File: src/rtl/core/assert_macros.svh
// Assertion macros shared by the waveshaper RTL.
// Depends on nothing; define NO_ASSERTIONS to compile the checks out.
`ifndef ASSERT_MACROS_SVH
`define ASSERT_MACROS_SVH
`ifndef NO_ASSERTIONS
// Property must hold at every clock edge outside reset.
`define PWS_ASSERT(label, clk, rst_n, prop) \
    label: assert property (@(posedge clk) disable iff (!rst_n) (prop)) \
        else $error("assertion failed");
// Property must never hold at a clock edge outside reset.
`define PWS_ASSERT_NEVER(label, clk, rst_n, prop) \
    label: assert property (@(posedge clk) disable iff (!rst_n) not (prop)) \
        else $error("forbidden condition seen");
`else
`define PWS_ASSERT(label, clk, rst_n, prop)
`define PWS_ASSERT_NEVER(label, clk, rst_n, prop)
`endif
`endif

File: src/rtl/core/pws_pkg.sv
// Package of the piecewise waveshaper: sizes, request codes and the token
// that travels down the segment chain. Depends on nothing.
package pws_pkg;

    localparam int SEGMENTS = 16;
    localparam int SEG_W    = (SEGMENTS > 2) ? $clog2(SEGMENTS) : 1;
    localparam int IDX_W    = (SEG_W > 4) ? SEG_W : 4;

    localparam int SAMPLE_W = 16;
    localparam int SLOPE_W  = 17;
    localparam int ICPT_W   = 35;
    localparam int PROD_W   = SAMPLE_W + SLOPE_W + 1;
    localparam int SUM_W    = 36;

    localparam logic ACTION_SHAPE = 1'b0;
    localparam logic ACTION_LOAD  = 1'b1;

    // One request as it moves from cell to cell. The load fields are used by
    // the cell whose number matches seg_index; the sel_* fields carry the
    // segment picked so far for a shape request.
    typedef struct packed {
        logic                       action;
        logic signed [SAMPLE_W-1:0] sample;
        logic [3:0]                 seg_index;
        logic signed [SAMPLE_W-1:0] breakpoint;
        logic [SLOPE_W-1:0]         slope;
        logic signed [ICPT_W-1:0]   intercept;
        logic                       found;
        logic [SEG_W-1:0]           seg;
        logic [SLOPE_W-1:0]         sel_slope;
        logic signed [ICPT_W-1:0]   sel_icpt;
    } t_token;

endpackage

File: src/rtl/core/piecewise_waveshaper_search_unit.sv
// Top level of the piecewise waveshaper: a chain of segment cells followed
// by the output arithmetic. Depends on pws_pkg, pws_cell, pws_arith and assert_macros.svh.
//
// Diode-like piecewise linear waveshaper for 16-bit audio. Every request,
// load or shape, enters a chain of SEGMENTS cells, one cell per curve
// segment, and moves one cell per cycle whenever the pipeline advances. A
// load request writes the breakpoint, slope and intercept into the cell
// whose number equals seg_index as it passes; a load with an index beyond
// the chain writes nothing. A shape request picks the first cell whose
// breakpoint is at least the sample (the last cell if none is), then passes
// through three arithmetic stages: multiply, add intercept, divide by 2^16
// toward zero with saturation. Because loads and samples travel in order
// through the same cells, a sample always sees every load issued before it.
// The block takes one request per cycle unless stalled; a result passes
// through the SEGMENTS cell registers and then three arithmetic registers.
// The whole pipeline advances together and halts only while a result
// waits at the output and the downstream i_ready is low; o_ready is low in
// exactly those cycles. Load requests produce no result. All segments used
// by samples must be loaded first; table cells have no reset.
`include "assert_macros.svh"
module piecewise_waveshaper_search_unit
    import pws_pkg::*;
(
    input  logic                       i_clk,
    input  logic                       i_rst_n,
    input  logic                       i_valid,
    output logic                       o_ready,
    input  logic                       i_action,
    input  logic signed [SAMPLE_W-1:0] i_sample,
    input  logic [3:0]                 i_seg_index,
    input  logic signed [SAMPLE_W-1:0] i_breakpoint,
    input  logic [SLOPE_W-1:0]         i_slope,
    input  logic signed [ICPT_W-1:0]   i_intercept,
    output logic                       o_valid,
    input  logic                       i_ready,
    output logic signed [SAMPLE_W-1:0] o_shaped,
    output logic [3:0]                 o_segment_used
);

    // Global advance: everything moves unless a finished result is stuck.
    logic   w_en;
    logic   w_valid [SEGMENTS+1];
    t_token w_tok   [SEGMENTS+1];
    t_token w_tok_in;

    assign w_en    = !o_valid || i_ready;
    assign o_ready = w_en;

    // Request as it enters the first cell: nothing selected yet.
    always_comb begin
        w_tok_in            = '0;
        w_tok_in.action     = i_action;
        w_tok_in.sample     = i_sample;
        w_tok_in.seg_index  = i_seg_index;
        w_tok_in.breakpoint = i_breakpoint;
        w_tok_in.slope      = i_slope;
        w_tok_in.intercept  = i_intercept;
    end
    assign w_tok[0]   = w_tok_in;
    assign w_valid[0] = i_valid;

    // The chain of segment cells.
    for (genvar g = 0; g < SEGMENTS; g++) begin : g_cell
        pws_cell u_cell (
            .i_clk     (i_clk),
            .i_rst_n   (i_rst_n),
            .i_en      (w_en),
            .i_cell_id (SEG_W'(g)),
            .i_valid   (w_valid[g]),
            .i_tok     (w_tok[g]),
            .o_valid   (w_valid[g+1]),
            .o_tok     (w_tok[g+1])
        );
    end

    // Multiply, offset, scale and saturate the selected segment.
    pws_arith u_arith (
        .i_clk          (i_clk),
        .i_rst_n        (i_rst_n),
        .i_en           (w_en),
        .i_valid        (w_valid[SEGMENTS]),
        .i_tok          (w_tok[SEGMENTS]),
        .o_valid        (o_valid),
        .o_shaped       (o_shaped),
        .o_segment_used (o_segment_used)
    );

    // A shape request leaving the chain has always picked a segment.
    `PWS_ASSERT_NEVER(a_unpicked_shape, i_clk, i_rst_n, w_valid[SEGMENTS] && (w_tok[SEGMENTS].action == ACTION_SHAPE) && !w_tok[SEGMENTS].found)
    // While stalled the tail of the chain does not move.
    `PWS_ASSERT(a_chain_holds, i_clk, i_rst_n, !w_en |=> $stable(w_valid[SEGMENTS]))

endmodule

File: src/rtl/core/pws_cell.sv
// One cell of the segment chain: holds one curve segment and passes the
// request token on to its neighbor. Depends on pws_pkg.
module pws_cell
    import pws_pkg::*;
(
    input  logic             i_clk,
    input  logic             i_rst_n,
    input  logic             i_en,
    input  logic [SEG_W-1:0] i_cell_id,
    input  logic             i_valid,
    input  t_token           i_tok,
    output logic             o_valid,
    output t_token           o_tok
);

    logic signed [SAMPLE_W-1:0] r_bp;
    logic [SLOPE_W-1:0]         r_slope;
    logic signed [ICPT_W-1:0]   r_icpt;
    logic                       r_valid;
    t_token                     r_tok;
    t_token                     n_tok;
    logic                       w_load_hit;
    logic                       w_is_last;
    logic                       w_pick;

    assign w_load_hit = i_valid && (i_tok.action == ACTION_LOAD) &&
                        (IDX_W'(i_tok.seg_index) == IDX_W'(i_cell_id));
    assign w_is_last  = (i_cell_id == SEG_W'(SEGMENTS - 1));
    assign w_pick     = (i_tok.action == ACTION_SHAPE) && !i_tok.found &&
                        ((i_tok.sample <= r_bp) || w_is_last);

    always_comb begin
        n_tok = i_tok;
        if (w_pick) begin
            n_tok.found     = 1'b1;
            n_tok.seg       = i_cell_id;
            n_tok.sel_slope = r_slope;
            // The first segment always runs through the origin.
            n_tok.sel_icpt  = (i_cell_id == '0) ? '0 : r_icpt;
        end
    end

    always_ff @(posedge i_clk) begin
        if (i_en && w_load_hit) begin
            r_bp    <= i_tok.breakpoint;
            r_slope <= i_tok.slope;
            r_icpt  <= i_tok.intercept;
        end
        if (i_en) begin
            r_tok <= n_tok;
        end
    end

    always_ff @(posedge i_clk) begin
        if (!i_rst_n) begin
            r_valid <= 1'b0;
        end else if (i_en) begin
            r_valid <= i_valid;
        end
    end

    assign o_valid = r_valid;
    assign o_tok   = r_tok;

endmodule

File: src/rtl/core/pws_arith.sv
// Output arithmetic of the waveshaper: multiply, add intercept, divide by
// 2^16 toward zero and saturate. Depends on pws_pkg and assert_macros.svh.
`include "assert_macros.svh"
module pws_arith
    import pws_pkg::*;
(
    input  logic                       i_clk,
    input  logic                       i_rst_n,
    input  logic                       i_en,
    input  logic                       i_valid,
    input  t_token                     i_tok,
    output logic                       o_valid,
    output logic signed [SAMPLE_W-1:0] o_shaped,
    output logic [3:0]                 o_segment_used
);

    logic                       r_mul_v;
    logic signed [PROD_W-1:0]   r_prod;
    logic signed [ICPT_W-1:0]   r_mul_icpt;
    logic [SEG_W-1:0]           r_mul_seg;
    logic                       r_add_v;
    logic signed [SUM_W-1:0]    r_sum;
    logic [SEG_W-1:0]           r_add_seg;
    logic                       r_out_v;
    logic signed [SAMPLE_W-1:0] r_shaped;
    logic [SEG_W-1:0]           r_out_seg;

    logic signed [PROD_W-1:0]   w_prod;
    logic signed [SUM_W-1:0]    w_adj;
    logic signed [SUM_W-17:0]   w_quot;
    logic signed [SAMPLE_W-1:0] n_shaped;

    assign w_prod = i_tok.sample * $signed({1'b0, i_tok.sel_slope});

    // Negative sums get a bias of 2^16-1 so the shift truncates toward zero.
    assign w_adj  = r_sum + (r_sum[SUM_W-1] ? SUM_W'(65535) : SUM_W'(0));
    assign w_quot = w_adj[SUM_W-1:16];

    always_comb begin
        if (w_quot > $signed((SUM_W-16)'(32767))) begin
            n_shaped = 16'sh7fff;
        end else if (w_quot < -$signed((SUM_W-16)'(32768))) begin
            n_shaped = 16'sh8000;
        end else begin
            n_shaped = w_quot[SAMPLE_W-1:0];
        end
    end

    always_ff @(posedge i_clk) begin
        if (i_en) begin
            r_prod     <= w_prod;
            r_mul_icpt <= i_tok.sel_icpt;
            r_mul_seg  <= i_tok.seg;
            r_sum      <= {{(SUM_W-PROD_W){r_prod[PROD_W-1]}}, r_prod} +
                          {{(SUM_W-ICPT_W){r_mul_icpt[ICPT_W-1]}}, r_mul_icpt};
            r_add_seg  <= r_mul_seg;
            r_shaped   <= n_shaped;
            r_out_seg  <= r_add_seg;
        end
    end

    always_ff @(posedge i_clk) begin
        if (!i_rst_n) begin
            r_mul_v <= 1'b0;
            r_add_v <= 1'b0;
            r_out_v <= 1'b0;
        end else if (i_en) begin
            // Load requests leave the pipeline here without a result.
            r_mul_v <= i_valid && (i_tok.action == ACTION_SHAPE);
            r_add_v <= r_mul_v;
            r_out_v <= r_add_v;
        end
    end

    assign o_valid        = r_out_v;
    assign o_shaped       = r_shaped;
    assign o_segment_used = 4'(r_out_seg);

    `PWS_ASSERT(a_out_follows_add, i_clk, i_rst_n, i_en |=> (r_out_v == $past(r_add_v)))
    `PWS_ASSERT(a_stall_holds, i_clk, i_rst_n, !i_en |=> ($stable(r_add_v) && $stable(r_sum)))
    `PWS_ASSERT_NEVER(a_sign_flip, i_clk, i_rst_n, i_en && r_add_v && !r_sum[SUM_W-1] ##1 o_shaped[SAMPLE_W-1])

endmodule

File: config.mk
export PLATFORM = sky130hd
export DESIGN_NAME = piecewise_waveshaper_search_unit
export DESIGN_NICKNAME = d
export VERILOG_FILES = /design/src/rtl/core/pws_pkg.sv /design/src/rtl/core/piecewise_waveshaper_search_unit.sv /design/src/rtl/core/pws_cell.sv /design/src/rtl/core/pws_arith.sv
export VERILOG_INCLUDE_DIRS = /design/src /design/src/rtl/core
export SDC_FILE = /design/constraint.sdc
export NUM_CORES = 2
export LEC_CHECK = 0
export ABC_AREA = 0
export BUFFER_PORTS_ARGS = -buffer_cell sky130_fd_sc_hd__buf_2
export CORE_MARGIN = 2
export CORE_UTILIZATION = 60
export CTS_BUF_LIST = sky130_fd_sc_hd__clkbuf_8
export DETAILED_ROUTE_END_ITERATION = 12
export GPL_TIMING_DRIVEN = 0
export PLACE_DENSITY = 0.76
export RECOVER_POWER = 50
export SKIP_LAST_GASP = 1
export SLEW_MARGIN = 20
export SYNTH_ARGS = -nofsm -noshare
export SYNTH_HDL_FRONTEND = slang
export SYNTH_SLANG_ARGS = --single-unit
File: constraint.sdc
create_clock -name i_clk -period 188.3 [get_ports i_clk]
set_clock_uncertainty 0.05 [all_clocks]
set_input_delay 37.66 -clock i_clk [delete_from_list [all_inputs] [get_ports i_clk]]
set_output_delay 37.66 -clock i_clk [all_outputs]
set_load 0.02 [all_outputs]
==> metrics.cfg <==
[route]
first_pass_iters=7
vias=60500
wl_per_cell_um=19.5
drc=0
vias_per_cell=5.43
postRouteAntennaNets=0
postRouteWirelength_mm=218
first_iter_violations=4480

[timing]
slew_violations=19
finalSetupTns_ns=0
hold_viol=0
relSlewSlack_pct=-49.7
max_freq_mhz=12.7
fin_crit_sh_pct=41.9
setup-violations-final=0
finalCriticalPeriod_ns=78.99
tightest_slew_ns=2.23
rsz0062_at_grt=no
finalWorstSetupSlack_ns=109.32

[logic_synthesis]
async_flop_share_pct=0
yosysWarnings=0
synth.avg_cell_area_um2=18.5
ys_ff_latch=3386
synth_cell_types=76
synthFlopType=edfxtp_1
synth_seq_area_share_pct=77.0
syn_inst=7128
synth_area_um2=132000
synth.net_count=7844
synth-edff-count=3367

[global_routing]
antenna_found_initial=6
use_met1_pct=24.9
grt_start_max_net_pins=62
grt_usage_pct=19.9
use_met2_pct=34.6
gr-usage-met3_pct=3.35
grt-busiest-layer=met2
grt_overflow=0
grt_pass1_wl_mm=350
grt_pass1_vias=64700

[place]
gp_congestion=0.891
pre_cts_slack_ns=109.30
numPortBuffers=114
hpwl_mm=152

[die]
die_w_um=473
dieArea_um2=223000
die_h_um=473
rows=172
boundaryPins=115
start_util_pct=60.1
core-area_um2=219000

[finish]
final_nets=8625
area.growth.synth_to_final_pct=11.5
nFillCells=13700
final_layout_size_suffix_gt1_share_pct=16.5

[clock_tree]
ctsResizeCount=0
root_buffer=clkbuf_8
insertion_delay_ns=1.01
cts_setup_buffers=0
clk_path_buf_depth=4
cts_tree=yes
ctsHoldBuffers=0
cts_buffers=535
clk_pin_slew_worst_paths_ns=0.07
clock_sinks=3386
htree_num_levels=6

[min_path]
worstHoldPathType=register to register

[critical_path]
worstPathArrival_ns=41.28
cp_max_fo=55
cp-end-kind=output port
worstSetupPathType=input port to output port
start_kind=input port
required_ns=150.59

[outcome]
violations=max-capacitance violations, max-slew violations
status=finished with violations

[pwr]
leakagePower_nw=56.3
peakVddDrop_mv=0.0964
power.density_nw_per_um2=17.1

[flow_run]
cap_violations=2

## cell usage in the layout (no fill, tap or decap), types with 47 or more instances in the layout
cell,netlist,layout
edfxtp_1,3367,3367
inv_1,513,689
clkbuf_8,0,558
mux2_2,555,495
ha_1,414,414
nand2_1,246,246
clkbuf_1,121,236
nor2_1,240,233
fa_1,209,209
a221o_1,161,161
a22oi_1,158,158
and2_1,189,144
a21oi_1,119,118
clkinv_1,1,102
buf_2,67,100
mux2_1,10,93
o21ai_0,79,82
a21o_1,75,75
nand4_1,52,52
and2_0,2,47
## area by class of cell
cell class                 instances  area, um^2  share of cell area, %
antenna                            5        12.5                0.00852
buffer                           203         778                  0.530
clock buffer                     558        7680                   5.23
clock inverter                   338        1630                   1.11
inverter                         515        1930                   1.32
multi-input combinational       3024       27300                   18.6
sequential                      3386      101000                   69.1
tap                             2871        3590                   2.44
timing repair buffer             244        2500                   1.70
## through the flow
| stage | instance area, um^2 | utilization [%] | hold slack (ns) | power, W | std cells |
|---|---|---|---|---|---|
| after floorplan | 132000 | - | 0.350 | 0.00166 | 7128 |
| after global placement | 136000 | 62.0 | 0.352 | 0.00196 | 10100 |
| after detailed placement | 138000 | 63.0 | 0.355 | 0.00199 | 10200 |
| after CTS | 147000 | 67.3 | 0.310 | 0.00254 | 11100 |
| after global routing | 147000 | 67.1 | 0.340 | 0.00267 | 11100 |
| final | 147000 | 67.1 | 0.309 | 0.00251 | 11100 |
## path summary, 6_finish.rpt
kind	start	to	slack [ns]	cells after the start
min	g_cell[15].u_cell.o_tok[21]	u_arith.r_mul_icpt[21]	0.31	0
min reg2reg	g_cell[15].u_cell.o_tok[21]	u_arith.r_mul_icpt[21]	0.31	0
max reg2reg	g_cell[15].u_cell.o_tok[137]	u_arith.r_prod[31]	180.26	22
max	i_ready	o_ready	109.32	12
## logic make-up after synthesis
kind of cell	synth area share (%)
xor+xnor	0.479
mux	5.12
buf+inv	2.18
compound gates	4.28
simple gates	3.81
fa+ha+maj	7.11
flops	77.0
## critical path, cell delays in order
cell      delay [ns]
buf_2           0.10
nor2b_1         0.32
clkinv_1        0.51
clkbuf_4        0.51
buf_16          0.31
buf_16          0.25
buf_16          0.26
buf_16          0.25
buf_16          0.24
buf_16          0.23
buf_16          0.24
buf_2           0.20
## synth_stat cells, drive strengths merged, types with 52 or more instances
| cell type | count | area (um^2) |
|---|---|---|
| edfxtp | 3367 | 101000 |
| a21o | 75 | 563 |
| a22oi | 158 | 1190 |
| mux2 | 590 | 6740 |
| nor2 | 240 | 901 |
| a221o | 161 | 1610 |
| o21ai | 84 | 420 |
| fa | 209 | 4180 |
| a21oi | 119 | 596 |
| ha | 414 | 5180 |
| nand2 | 246 | 923 |
| and2 | 191 | 1190 |
| inv | 514 | 1930 |
| buf | 82 | 482 |
| clkbuf | 121 | 454 |
| nand4 | 52 | 325 |
## metal layers
metal  wire length (um)  part of all wire [%]
met1              89900                    41
met5                  0                     0
met2             112000                    51
met3               8360                   3.8
met4               7670                   3.5
## power breakdown
group	internal, W	switching [W]
clock network	0.000284	0.000260
logic	0.000386	0.000583
registers	0.000960	0.0000368
total	0.00163	0.000880
## registers in the layout (all words and copies together), names as in the netlist
name	cells
u_arith.o_valid	1
u_arith.r_add_seg	4
u_arith.r_mul_icpt	35
g_cell.u_cell.o_tok	2197
u_arith.r_add_v	1
g_cell.u_cell.o_valid	16
u_arith.r_mul_seg	4
g_cell.u_cell.r_bp	240
u_arith.o_segment_used	4
u_arith.r_sum	36
g_cell.u_cell.r_icpt	525
u_arith.r_prod	34
u_arith.r_mul_v	1
g_cell.u_cell.r_slope	272
u_arith.o_shaped	16
(Power assumes the default switching activity.)
